`src/hw/rtl/cfd_pkg.sv`:
```
package cfd_pkg;

  // Frame layout
  localparam int HASH_END     = 32;
  localparam int INDEX_END    = 36;
  localparam int OFFSET_END   = 44;
  localparam int HEADER_BYTES = 48;

  // Hard cap on the payload length limit
  localparam int MAX_CHUNK_LIMIT = 1048576;

  localparam int COUNT_W = 21;
  localparam logic [COUNT_W-1:0] COUNT_SAT = {COUNT_W{1'b1}};

  // Configuration
  localparam int CFG_INDEX_W = 2;
  localparam int CFG_DATA_W  = 41;
  localparam logic [CFG_INDEX_W-1:0] REG_MAX_CHUNK = 2'd0;
  localparam logic [CFG_INDEX_W-1:0] REG_MAX_FILE  = 2'd1;
  localparam logic [20:0] MAX_CHUNK_RESET = 21'd65536;
  localparam logic [40:0] MAX_FILE_RESET  = 41'd4294967296;

  // Result kinds
  localparam logic [1:0] KIND_HASH    = 2'd0;
  localparam logic [1:0] KIND_PAYLOAD = 2'd1;
  localparam logic [1:0] KIND_VERDICT = 2'd2;

  // Verdict status codes
  localparam logic [1:0] ST_OK     = 2'd0;
  localparam logic [1:0] ST_SIZE   = 2'd1;
  localparam logic [1:0] ST_LENGTH = 2'd2;
  localparam logic [1:0] ST_OFFSET = 2'd3;

  localparam int QUEUE_DEPTH = 3;

  typedef struct packed {
    logic [7:0] frame_byte;
    logic       frame_end;
  } in_item_t;

  typedef struct packed {
    logic [1:0]  kind;
    logic [7:0]  out_byte;
    logic [31:0] chunk_index;
    logic [40:0] chunk_offset;
    logic [20:0] payload_length;
    logic [1:0]  status;
    logic        last;
  } out_item_t;

  // Results produced by one input item, in order
  typedef struct packed {
    logic [1:0] cnt;
    out_item_t  first;
    out_item_t  second;
  } push_t;

endpackage

```
`src/hw/rtl/cfd_decode.sv`:
```
module cfd_decode (
  input  logic                clk,
  input  logic                rst_n,
  input  logic                accept,
  input  cfd_pkg::in_item_t   in_item,
  input  logic [20:0]         max_chunk_bytes,
  input  logic [40:0]         max_file_bytes,
  output cfd_pkg::push_t      push
);

  logic [cfd_pkg::COUNT_W-1:0] byte_count_r, byte_count_nxt;
  logic [31:0] index_word_r, index_word_nxt;
  logic [63:0] offset_word_r, offset_word_nxt;
  logic [31:0] length_word_r, length_word_nxt;

  logic [20:0] limit;
  logic [21:0] bound;
  logic [cfd_pkg::COUNT_W-1:0] p;
  logic [cfd_pkg::COUNT_W-1:0] size;
  logic is_hash, is_index, is_offset, is_length, is_payload;
  logic size_bad, len_bad, off_bad;
  logic [1:0] st;
  cfd_pkg::out_item_t byte_res, verdict_res;

  assign p = byte_count_r;

  always_comb begin
    if ({4'b0, max_chunk_bytes} > 25'(cfd_pkg::MAX_CHUNK_LIMIT)) begin
      limit = 21'(cfd_pkg::MAX_CHUNK_LIMIT);
    end else begin
      limit = max_chunk_bytes;
    end
  end

  assign bound = {1'b0, limit} + 22'(cfd_pkg::HEADER_BYTES);

  assign is_hash    = p < 21'(cfd_pkg::HASH_END);
  assign is_index   = !is_hash && (p < 21'(cfd_pkg::INDEX_END));
  assign is_offset  = (p >= 21'(cfd_pkg::INDEX_END)) && (p < 21'(cfd_pkg::OFFSET_END));
  assign is_length  = (p >= 21'(cfd_pkg::OFFSET_END)) && (p < 21'(cfd_pkg::HEADER_BYTES));
  assign is_payload = (p >= 21'(cfd_pkg::HEADER_BYTES)) && (p != cfd_pkg::COUNT_SAT)
                      && ({1'b0, p} < bound);

  always_comb begin
    index_word_nxt  = index_word_r;
    offset_word_nxt = offset_word_r;
    length_word_nxt = length_word_r;
    if (is_index) begin
      index_word_nxt = {index_word_r[23:0], in_item.frame_byte};
    end
    if (is_offset) begin
      offset_word_nxt = {offset_word_r[55:0], in_item.frame_byte};
    end
    if (is_length) begin
      length_word_nxt = {length_word_r[23:0], in_item.frame_byte};
    end
  end

  assign size = (p == cfd_pkg::COUNT_SAT) ? p : p + 21'd1;

  // Verdict checks on the words as updated by this byte
  assign size_bad = ({1'b0, size} <= 22'(cfd_pkg::HEADER_BYTES)) || ({1'b0, size} > bound);
  assign len_bad  = (length_word_nxt == 32'd0) || (length_word_nxt > {11'b0, limit})
                    || ({12'b0, size} != ({1'b0, length_word_nxt}
                                          + 33'(cfd_pkg::HEADER_BYTES)));
  assign off_bad  = (offset_word_nxt > {23'b0, max_file_bytes})
                    || ({9'b0, length_word_nxt} > (max_file_bytes - offset_word_nxt[40:0]));

  always_comb begin
    priority if (size_bad) begin
      st = cfd_pkg::ST_SIZE;
    end else if (len_bad) begin
      st = cfd_pkg::ST_LENGTH;
    end else if (off_bad) begin
      st = cfd_pkg::ST_OFFSET;
    end else begin
      st = cfd_pkg::ST_OK;
    end
  end

  always_comb begin
    byte_res                = '0;
    byte_res.kind           = is_hash ? cfd_pkg::KIND_HASH : cfd_pkg::KIND_PAYLOAD;
    byte_res.out_byte       = in_item.frame_byte;

    verdict_res             = '0;
    verdict_res.kind        = cfd_pkg::KIND_VERDICT;
    verdict_res.chunk_index = index_word_nxt;
    verdict_res.chunk_offset = (st == cfd_pkg::ST_OK) ? offset_word_nxt[40:0] : 41'd0;
    verdict_res.payload_length = (length_word_nxt > {11'b0, cfd_pkg::COUNT_SAT})
                                 ? 21'h1FFFFF : length_word_nxt[20:0];
    verdict_res.status      = st;
    verdict_res.last        = 1'b1;

    push = '0;
    if (accept) begin
      if (is_hash || is_payload) begin
        push.cnt   = in_item.frame_end ? 2'd2 : 2'd1;
        push.first = byte_res;
        push.first.last = !in_item.frame_end;
        push.second = verdict_res;
      end else if (in_item.frame_end) begin
        push.cnt   = 2'd1;
        push.first = verdict_res;
      end
    end
  end

  always_comb begin
    byte_count_nxt = byte_count_r;
    if (accept) begin
      byte_count_nxt = in_item.frame_end ? '0 : size;
    end
  end

  always_ff @(posedge clk) begin
    if (!rst_n) begin
      byte_count_r  <= '0;
      index_word_r  <= '0;
      offset_word_r <= '0;
      length_word_r <= '0;
    end else if (accept) begin
      byte_count_r <= byte_count_nxt;
      if (in_item.frame_end) begin
        index_word_r  <= '0;
        offset_word_r <= '0;
        length_word_r <= '0;
      end else begin
        index_word_r  <= index_word_nxt;
        offset_word_r <= offset_word_nxt;
        length_word_r <= length_word_nxt;
      end
    end
  end

`ifndef ASSERT_OFF
  a_end_clears: assert property (@(posedge clk) disable iff (!rst_n)
    accept && in_item.frame_end |=> byte_count_r == '0 && length_word_r == '0)
    else $error("frame state not cleared after frame end");

  a_ok_has_length: assert property (@(posedge clk) disable iff (!rst_n)
    accept && in_item.frame_end && st == cfd_pkg::ST_OK
      |-> verdict_res.payload_length != 21'd0 && size > 21'(cfd_pkg::HEADER_BYTES))
    else $error("ok verdict with empty payload");
`endif

endmodule

```
`src/hw/rtl/cfd_out_queue.sv`:
```
module cfd_out_queue (
  input  logic               clk,
  input  logic               rst_n,
  input  cfd_pkg::push_t     push,
  output logic               full,
  output logic               out_valid,
  input  logic               out_stall,
  output cfd_pkg::out_item_t out_item
);

  // Head always sits in entry 0; entries shift down on a pop.
  cfd_pkg::out_item_t q_r   [cfd_pkg::QUEUE_DEPTH];
  cfd_pkg::out_item_t q_nxt [cfd_pkg::QUEUE_DEPTH];
  logic [1:0] count_r, count_nxt;
  logic [1:0] base;
  logic       pop;

  assign out_valid = count_r != 2'd0;
  assign out_item  = q_r[0];
  assign pop       = out_valid && !out_stall;
  // Room for two results is always kept before taking an item
  assign full      = count_r >= 2'd2;
  assign base      = count_r - {1'b0, pop};

  always_comb begin
    for (int i = 0; i < cfd_pkg::QUEUE_DEPTH - 1; i++) begin
      q_nxt[i] = pop ? q_r[i+1] : q_r[i];
    end
    q_nxt[cfd_pkg::QUEUE_DEPTH-1] = q_r[cfd_pkg::QUEUE_DEPTH-1];
    for (int i = 0; i < cfd_pkg::QUEUE_DEPTH; i++) begin
      if ((push.cnt != 2'd0) && (base == 2'(i))) begin
        q_nxt[i] = push.first;
      end
      if ((push.cnt == 2'd2) && ((base + 2'd1) == 2'(i))) begin
        q_nxt[i] = push.second;
      end
    end
    count_nxt = base + push.cnt;
  end

  always_ff @(posedge clk) begin
    if (!rst_n) begin
      count_r <= '0;
    end else begin
      count_r <= count_nxt;
    end
  end

  always_ff @(posedge clk) begin
    for (int i = 0; i < cfd_pkg::QUEUE_DEPTH; i++) begin
      q_r[i] <= q_nxt[i];
    end
  end

`ifndef ASSERT_OFF
  a_no_overflow: assert property (@(posedge clk) disable iff (!rst_n)
    ({1'b0, count_r} - {2'b0, pop} + {1'b0, push.cnt}) <= 3'(cfd_pkg::QUEUE_DEPTH))
    else $error("result queue overflow");

  a_push_room: assert property (@(posedge clk) disable iff (!rst_n)
    push.cnt != 2'd0 |-> !full)
    else $error("results pushed while queue full");
`endif

endmodule

```
`src/hw/rtl/chunk_frame_decoder.sv`:
```
// Chunk frame decoder: takes one frame byte per item (32-byte hash, big-endian
// 32-bit index, 64-bit offset, 32-bit length, payload) and returns hash and
// payload bytes tagged by kind, plus one verdict item on the byte flagged
// frame_end. Header bytes give no result. A byte is accepted each cycle that
// in_stall is low; its results are registered in the result queue. A hash or
// payload byte that also ends the frame yields two results, and the 3-entry
// result queue raises in_stall while it holds two or more items, so the rate
// is one item per cycle while out_stall is low, bar a stall after each frame.
// cfg_ready is always high; write the limits only while no frame is in progress.
module chunk_frame_decoder (
  input  logic                            clk,
  input  logic                            rst_n,
  input  logic                            in_valid,
  output logic                            in_stall,
  input  cfd_pkg::in_item_t               in_item,
  output logic                            out_valid,
  input  logic                            out_stall,
  output cfd_pkg::out_item_t              out_item,
  input  logic                            cfg_valid,
  output logic                            cfg_ready,
  input  logic [cfd_pkg::CFG_INDEX_W-1:0] cfg_index,
  input  logic [cfd_pkg::CFG_DATA_W-1:0]  cfg_data
);

  logic [20:0] max_chunk_bytes_r;
  logic [40:0] max_file_bytes_r;
  logic        accept;
  logic        full;
  cfd_pkg::push_t push;

  assign cfg_ready = 1'b1;
  assign in_stall  = full;
  assign accept    = in_valid && !in_stall;

  // Limit registers; unknown indexes are ignored
  always_ff @(posedge clk) begin
    if (!rst_n) begin
      max_chunk_bytes_r <= cfd_pkg::MAX_CHUNK_RESET;
      max_file_bytes_r  <= cfd_pkg::MAX_FILE_RESET;
    end else if (cfg_valid && cfg_ready) begin
      if (cfg_index == cfd_pkg::REG_MAX_CHUNK) begin
        max_chunk_bytes_r <= cfg_data[20:0];
      end
      if (cfg_index == cfd_pkg::REG_MAX_FILE) begin
        max_file_bytes_r <= cfg_data[40:0];
      end
    end
  end

  // Per-byte decode: counter, header capture, verdict checks
  cfd_decode u_decode (
    .clk             (clk),
    .rst_n           (rst_n),
    .accept          (accept),
    .in_item         (in_item),
    .max_chunk_bytes (max_chunk_bytes_r),
    .max_file_bytes  (max_file_bytes_r),
    .push            (push)
  );

  // Result register stage, decouples the output side
  cfd_out_queue u_out_queue (
    .clk       (clk),
    .rst_n     (rst_n),
    .push      (push),
    .full      (full),
    .out_valid (out_valid),
    .out_stall (out_stall),
    .out_item  (out_item)
  );

endmodule
```
`config.mk`:
```
export PLATFORM = sky130hd
export DESIGN_NAME = chunk_frame_decoder
export DESIGN_NICKNAME = d
export VERILOG_FILES = /design/src/hw/rtl/cfd_pkg.sv /design/src/hw/rtl/cfd_decode.sv /design/src/hw/rtl/cfd_out_queue.sv /design/src/hw/rtl/chunk_frame_decoder.sv
export SDC_FILE = /design/constraint.sdc
export NUM_CORES = 1
export LEC_CHECK = 0
export BUFFER_PORTS_ARGS = -buffer_cell sky130_fd_sc_hd__buf_2
export CAP_MARGIN = 10
export CORE_ASPECT_RATIO = 1.4
export CORE_MARGIN = 3
export CORE_UTILIZATION = 58
export CTS_BUF_LIST = sky130_fd_sc_hd__clkbuf_4
export DETAILED_ROUTE_END_ITERATION = 10
export PLACE_DENSITY_LB_ADDON = 0.15
export SLEW_MARGIN = 10
export SYNTH_ARGS = -nofsm -noshare
export SYNTH_HDL_FRONTEND = slang
export SYNTH_SLANG_ARGS = --single-unit
```
`constraint.sdc`:
```
create_clock -name clk -period 8.33 [get_ports clk]
set_input_delay 0 -clock clk [delete_from_list [all_inputs] [get_ports clk]]
set_output_delay 0 -clock clk [all_outputs]
set_load 0.02 [all_outputs]
```
# Word level (Yosys, flattened, before mapping)
# Memory sizes are Yosys's and may differ from the RTL's.
# Index checks and enable logic that the tools add are counted.
# word_totals
reg_bits	213
n_memories	1
wordCells	99
in_bits	57
out_inout_bits	110
mem_bits_rw	321
# mem_list
memory	words	word_bits	read_ports	rd_ports_with_merged_regs	wr	line	text
u_out_queue.q_r	3	107	3	0	3	cfd_out_queue.sv:12	cfd_pkg::out_item_t q_r [cfd_pkg::QUEUE_DEPTH];
# op_classes
n_eq_ne	9
n_reduce_logical	31
n_addsub	7
n_lt_le_gt_ge	16
n_mux	28
# ops
cell	n
2-to-1 mux 107 bit	9
2-to-1 mux 216 bit	1
2-to-1 mux 32 bit	4
2-to-1 mux 64 bit	2
2-to-1 mux 109 bit	1
2-to-1 mux 108 bit	1
< comparator 21 x 6 -> 1 bit (second input constant)	4
2-to-1 mux 21 bit	4
> comparator 64 x 41 -> 1 bit	1
greater-or-equal comparator 21 x 6 -> 1 bit (second input constant)	3
> comparator 32 x 41 -> 1 bit	1
2-to-1 mux 41 bit	1
subtractor 41 bit	1
adder 32 x 6 -> 33 bit (second input constant)	1
inequality test 21 x 33 -> 1 bit	1
> comparator 32 x 21 -> 1 bit	1
> comparator 32 x 21 -> 1 bit (second input constant)	1
zero test 32 bit	1
adder 21 x 6 -> 22 bit (second input constant)	1
> comparator 21 x 22 -> 1 bit	1
< comparator 21 x 22 -> 1 bit	1
adder 21 x 1 -> 21 bit (second input constant)	1
equality test 21 bit (second input constant)	1
> comparator 21 bit (second input constant)	1
other kinds (16)	47

# Longest topological paths before layout
# logic_depth
ltp_word	18
mapped_depth	32
mapped_depth_nobuf	26

# Cells and area by module
# From an unflattened synthesis, not the netlist that was laid out.
# unflattened
hier_cells	3883
hier_area_um2	36189.7
# modules_own_cells
mod	cells_each	seq_area_each_um2	area_per_inst_um2	n_inst
cfd_out_queue	1356	9679.3	17040.1	1
cfd_decode	2276	2982.9	16728.5	1
chunk_frame_decoder	251	1241.2	2421.1	1

# Worst setup path after synthesis
# OpenSTA, ideal clock, no wires.
# synth_path
path_kind	reg2reg
from	register, netlist name max_chunk_bytes_r[8]
to	memory u_out_queue.q_r[0][0] in the netlist's numbering, enable pin
setup_time_ns	0.911
arrival_time_ns	7.046
path_buffers	5
synth_period_minus_slack_ns	7.957
path_slack_ns	0.373
required_time_ns	7.419
path_stages_with_launch	28
cell_sequence	dfxtp_1 > clkbuf_1 > nor4_1 > nand3_1 > o21ai_0 > nand2_1 > nor3_1 > nand4_1 > nor2_1 > xor2_1 > nand2_1 > ha_1 > nand3_1 > nor3_1 > o2111a_1 > o21ai_0 > a31oi_1 > buf_2 > inv_1 > ha_1 > clkbuf_1 > inv_1 > nand3_1 > nor3_1 > nor2_1 > clkbuf_1 > clkbuf_1 > nand2_1
# synth_lines
item	line
to (decl)	cfd_out_queue.sv:12

==> summary by stage <==
Critical path
The buffer and inverter count on the worst path is 4. The kind of start point of the critical path is a register. At the worst endpoint, the arrival time is ~8300 ps. The cell family contributing the most delay on the critical path is simple AND/OR/NAND/NOR gates.

The cell count of the worst reg-to-reg path is 27. By instance count, the cell type seen most on the critical path is nand2_1. The type of the worst setup path is reg -> reg.

In this run the worst path has a maximum fanout of 42. The sort of element at the end of the critical path is a register. For the worst setup path, the data required time is between 8000 and 9000 ps. The worst register-to-register path has a setup slack of between 500 and 600 ps. The largest individual stage delay along the critical path comes from the cell and4_2. In this run the critical register-to-register path is captured at u_out_queue.q_r[0][137]. On the worst path, the slowest cell contributes a delay of 470 ps. The launch instance of the worst register-to-register path is u_decode.byte_count_r[8].

GRT
For this run the aggregate overflow at the end of global routing stands at 0. Entering global routing, the biggest net connects between 100 and 150 pins. The initial antenna violation count is 6. The global router's overall resource usage is 34.71%. The wire length of the first global-routing pass is 158.4 mm.

The number of global-route vias before repair is 27370.

Drt
Using the TritonRoute via totals, the vias-per-cell ratio works out to about 6.3. The first detailed-routing pass took 6 iterations. The starting DRC count in detailed routing is 2745.

The count of nets left with antenna violations after detail routing is 0. The final layout contains routed wiring with a total length of around 100 mm. The per-cell routed wire length is approximately 23 µm. The count of unresolved DRC violations after routing is 0.

The routed layout has roughly 28000 vias.

Job
The number of max-capacitance violations reported is 0.

Cells and area
The filler cells instantiated in the layout total about 4400. The ratio of cells with drive above 1 in the final layout is 15.04%. The signed area change from the synthesized netlist to the final layout is 12.26%. In the final design database the tool counted 3846 nets.

The count of placed standard cells in the final layout, fillers left out is around 4400.

Die
The number of standard-cell rows in the floorplan is between 100 and 150. The count of pins on the block boundary is ~170. The total die area is just under 60000 µm².

The overall die width is between 200 and 250 µm. The floorplan step set the die height to ~280 µm. The starting density of the core is approximately three fifths. The placeable core region is around 54000 µm².

Power
The power density over the cells is around 240 nW/µm². For this design the static power due to leakage is about 14 nW. The worst supply voltage drop on vdd is about 0.00021 V.

Clocking
The CTS tree is yes. The H-tree generated during clock tree synthesis spans 4 levels. The clock insertion delay at the later pin of the skew report is a little over 900 ps.

In this run the deepest clock path goes through 3 buffers. CTS saw 534 sinks. TritonCTS created around 130 clock buffers. The root buffer cell is clkbuf_4.

The clock-pin slew on the worst setup and hold paths is ~70 ps.

STA
Setup total negative slack on the finished layout was measured at 0 ps. For the pin with the worst max-slew slack, the measured transition is around 1100 ps. The maximum operating frequency is 0.1289 GHz. Setup violations remaining at the end of the flow were counted as 0. The number of failing hold endpoints at the final stage is 0. The portion of the clock cycle consumed by the worst path in the final layout is around 93%. For the finished layout, the period the worst path requires is just under 8000 ps. Setup repair after global routing left no endpoint under its margin. The clock skew after layout is ~90 ps. The worst slew margin relative to its limit is between 20% and 30%. The number of max-slew violations in the final report is 0.

Logic synthesis
In this run, synthesis inferred 294 flip-flops with an integrated enable. The average instance area after synthesis is about 9.3 µm². The share of synthesized flip-flops with an asynchronous set or reset is 0%.

After synthesis the netlist holds a flip-flop and latch count of between 500 and 600. The prevailing post-synth register cell is edfxtp_1. The gate count of the mapped netlist is between 3000 and 4000. The number of different library cells used by synthesis comes to slightly below 90.

The sequential share of the synthesized area is a little over two fifths. The summed instance area of the synthesized netlist is about 32000 µm². Synthesis produced a netlist with a net count of between 3000 and 4000. For this run, the number of Yosys warnings is 0.

Placement
At the end of routability-driven placement, the weighted congestion stood at approximately 0.98. After detailed placement, the design holds a cell count of 4031. The wire-length estimate of the detail-placed layout is 70.90 mm. Input and output buffers added on the ports amount to approximately 170.

Hold path
In this run the most critical hold path is launched from in_item[3]. The hold-critical path endpoint is u_out_queue.q_r[0][313]. The worst hold path was traced through 3 stages. The tightest min-delay check is of the in -> reg type.

Run status
The flow ran to the end, and the final reports show no timing, DRC or antenna violations.
worst min-delay path, cell delays in order:
cell and delay (ps):
dlygate4sd3_1 520, buf_2 320, a22o_1 170
cell type report:
class | count | area (µm²) | share of cell area, %
Timing Repair Buffer | 379 | 2937 | 8.140
Sequential cell | 534 | 13630 | 37.79
Clock inverter | 39 | 284.0 | 0.7873
Clock buffer | 195 | 1464 | 4.058
Tap cell | 721 | 902.1 | 2.501
Antenna cell | 5 | 12.51 | 0.03468
Multi-Input combinational cell | 2405 | 16270 | 45.11
Inverter | 151 | 568.0 | 1.575
power by group:
| group | switching [mW] | internal [mW] | total, mW | leakage [nW] |
|---|---|---|---|---|
| Clock | 1.13 | 1.18 | 2.31 | 1.03 |
| Sequential | 0.222 | 3.62 | 3.84 | 4.76 |
| Combinational | 1.63 | 0.783 | 2.41 | 8.63 |
| Total | 2.98 | 5.58 | 8.56 | 14.4 |
cells in the mapped netlist, types with 6 or more instances:
master	n	share of area [%]
o21ai_0	166	2.6
o22ai_1	6	0.12
a2111oi_0	12	0.33
mux2_2	41	1.4
dfxtp_1	240	15
nor3b_1	9	0.21
a311oi_1	6	0.16
o31ai_1	54	1.3
a21oi_1	147	2.3
a22oi_1	123	2.9
and4_1	9	0.25
inv_1	149	1.7
and2_1	34	0.66
nor2_1	143	1.7
nand4_1	60	1.2
nor3_1	91	1.4
a211oi_1	39	0.91
xnor2_1	75	2.0
o21a_1	21	0.49
nor4_1	47	0.91
a21o_1	34	0.79
ha_1	184	7.2
buf_1	13	0.15
clkbuf_1	197	2.3
a31oi_1	16	0.31
edfxtp_1	294	27
nand2_1	451	5.3
nor2b_1	138	2.7
buf_4	112	2.6
or3_1	49	0.95
nand3_1	50	0.78
o31ai_2	37	1.4
mux2i_1	82	2.6
buf_2	37	0.58
a22o_1	51	1.4
xor2_1	44	1.2
nand2b_1	8	0.16
o211ai_1	14	0.33
a21boi_0	66	1.5
logic make-up (layout without fill, tap and decap cells):
| group | Yosys count | count (layout) | share of synthesized area [%] |
|---|---|---|---|
| simple gates | 1126 | 1126 | 17.11 |
| fa+ha+maj | 185 | 185 | 7.227 |
| other cells | 1 | 6 | 0.01167 |
| xor+xnor | 119 | 119 | 3.243 |
| flops | 534 | 534 | 42.42 |
| buf+inv | 511 | 764 | 7.425 |
| compound gates | 851 | 851 | 18.56 |
| mux | 123 | 123 | 3.991 |
cells in the final DEF (no fill, tap or decap), types with 48 or more instances in the layout:
master	synthesis	routed
nand2_1	451	448
edfxtp_1	294	294
dfxtp_1	240	240
clkbuf_4	0	195
ha_1	184	184
o21ai_0	166	166
buf_2	37	164
dlygate4sd3_1	0	159
inv_1	149	148
a21oi_1	147	147
nor2b_1	138	138
nor2_1	143	138
a22oi_1	123	123
nor3_1	91	90
mux2i_1	82	82
xnor2_1	75	75
a21boi_0	66	66
nand4_1	60	60
o31ai_1	54	53
a22o_1	51	51
nand3_1	50	50
or3_1	49	48
routing by layer:
metal  up-vias  wire, µm  track usage [%]
met1     13425     40530            43.91
met3       291      7596            5.648
met4         2      5141            16.87
li1      12736         -                -
met5         -        13                0
met2      1354     49600            57.71
flip-flops by register name (all words and copies together), names as in the netlist:
register,cells
max_chunk_bytes_r,21
u_out_queue.count_r,2
u_out_queue.q_r,321
max_file_bytes_r,41
u_decode.byte_count_r,21
u_decode.offset_word_r,64
u_decode.index_word_r,32
u_decode.length_word_r,32
what timing repair did:
action | CTS | global route
hold buffers | 159 | 0
resized for setup | 0 | 2
setup endpoints to repair | 0 | 123
hold endpoints to repair | 255 | 0
setup buffers | 0 | 0
metrics by stage:
step                      cell area, µm²  setup WS, ps  util (%)  hold slack (ps)  total power, mW
after floorplan                    32130         372.8         -            123.9            5.745
after global placement             32710         907.7     60.06            227.7            6.154
after detailed placement           32710         544.4     60.06            232.9            6.224
after CTS                          36050         445.2     66.19            49.74            8.585
after global routing               36070         57.52     66.22            88.44            8.982
final                              36070         573.6     66.23            131.3            8.563
worst max path at each step:
| stage | start | endpoint | depth (start not counted) |
|---|---|---|---|
| after detailed placement | u_decode.byte_count_r[8] | u_out_queue.q_r[0][133] | 27 |
| after CTS | u_decode.byte_count_r[8] | u_out_queue.q_r[0][131] | 27 |
| after global routing | u_decode.byte_count_r[11] | u_out_queue.q_r[0][131] | 27 |
| final | u_decode.byte_count_r[8] | u_out_queue.q_r[0][137] | 27 |
| after floorplan | max_chunk_bytes_r[8] | u_out_queue.q_r[0][0] | 27 |
| after global placement | u_decode.byte_count_r[11] | u_out_queue.q_r[0][133] | 27 |
(Power assumes the default switching activity.)
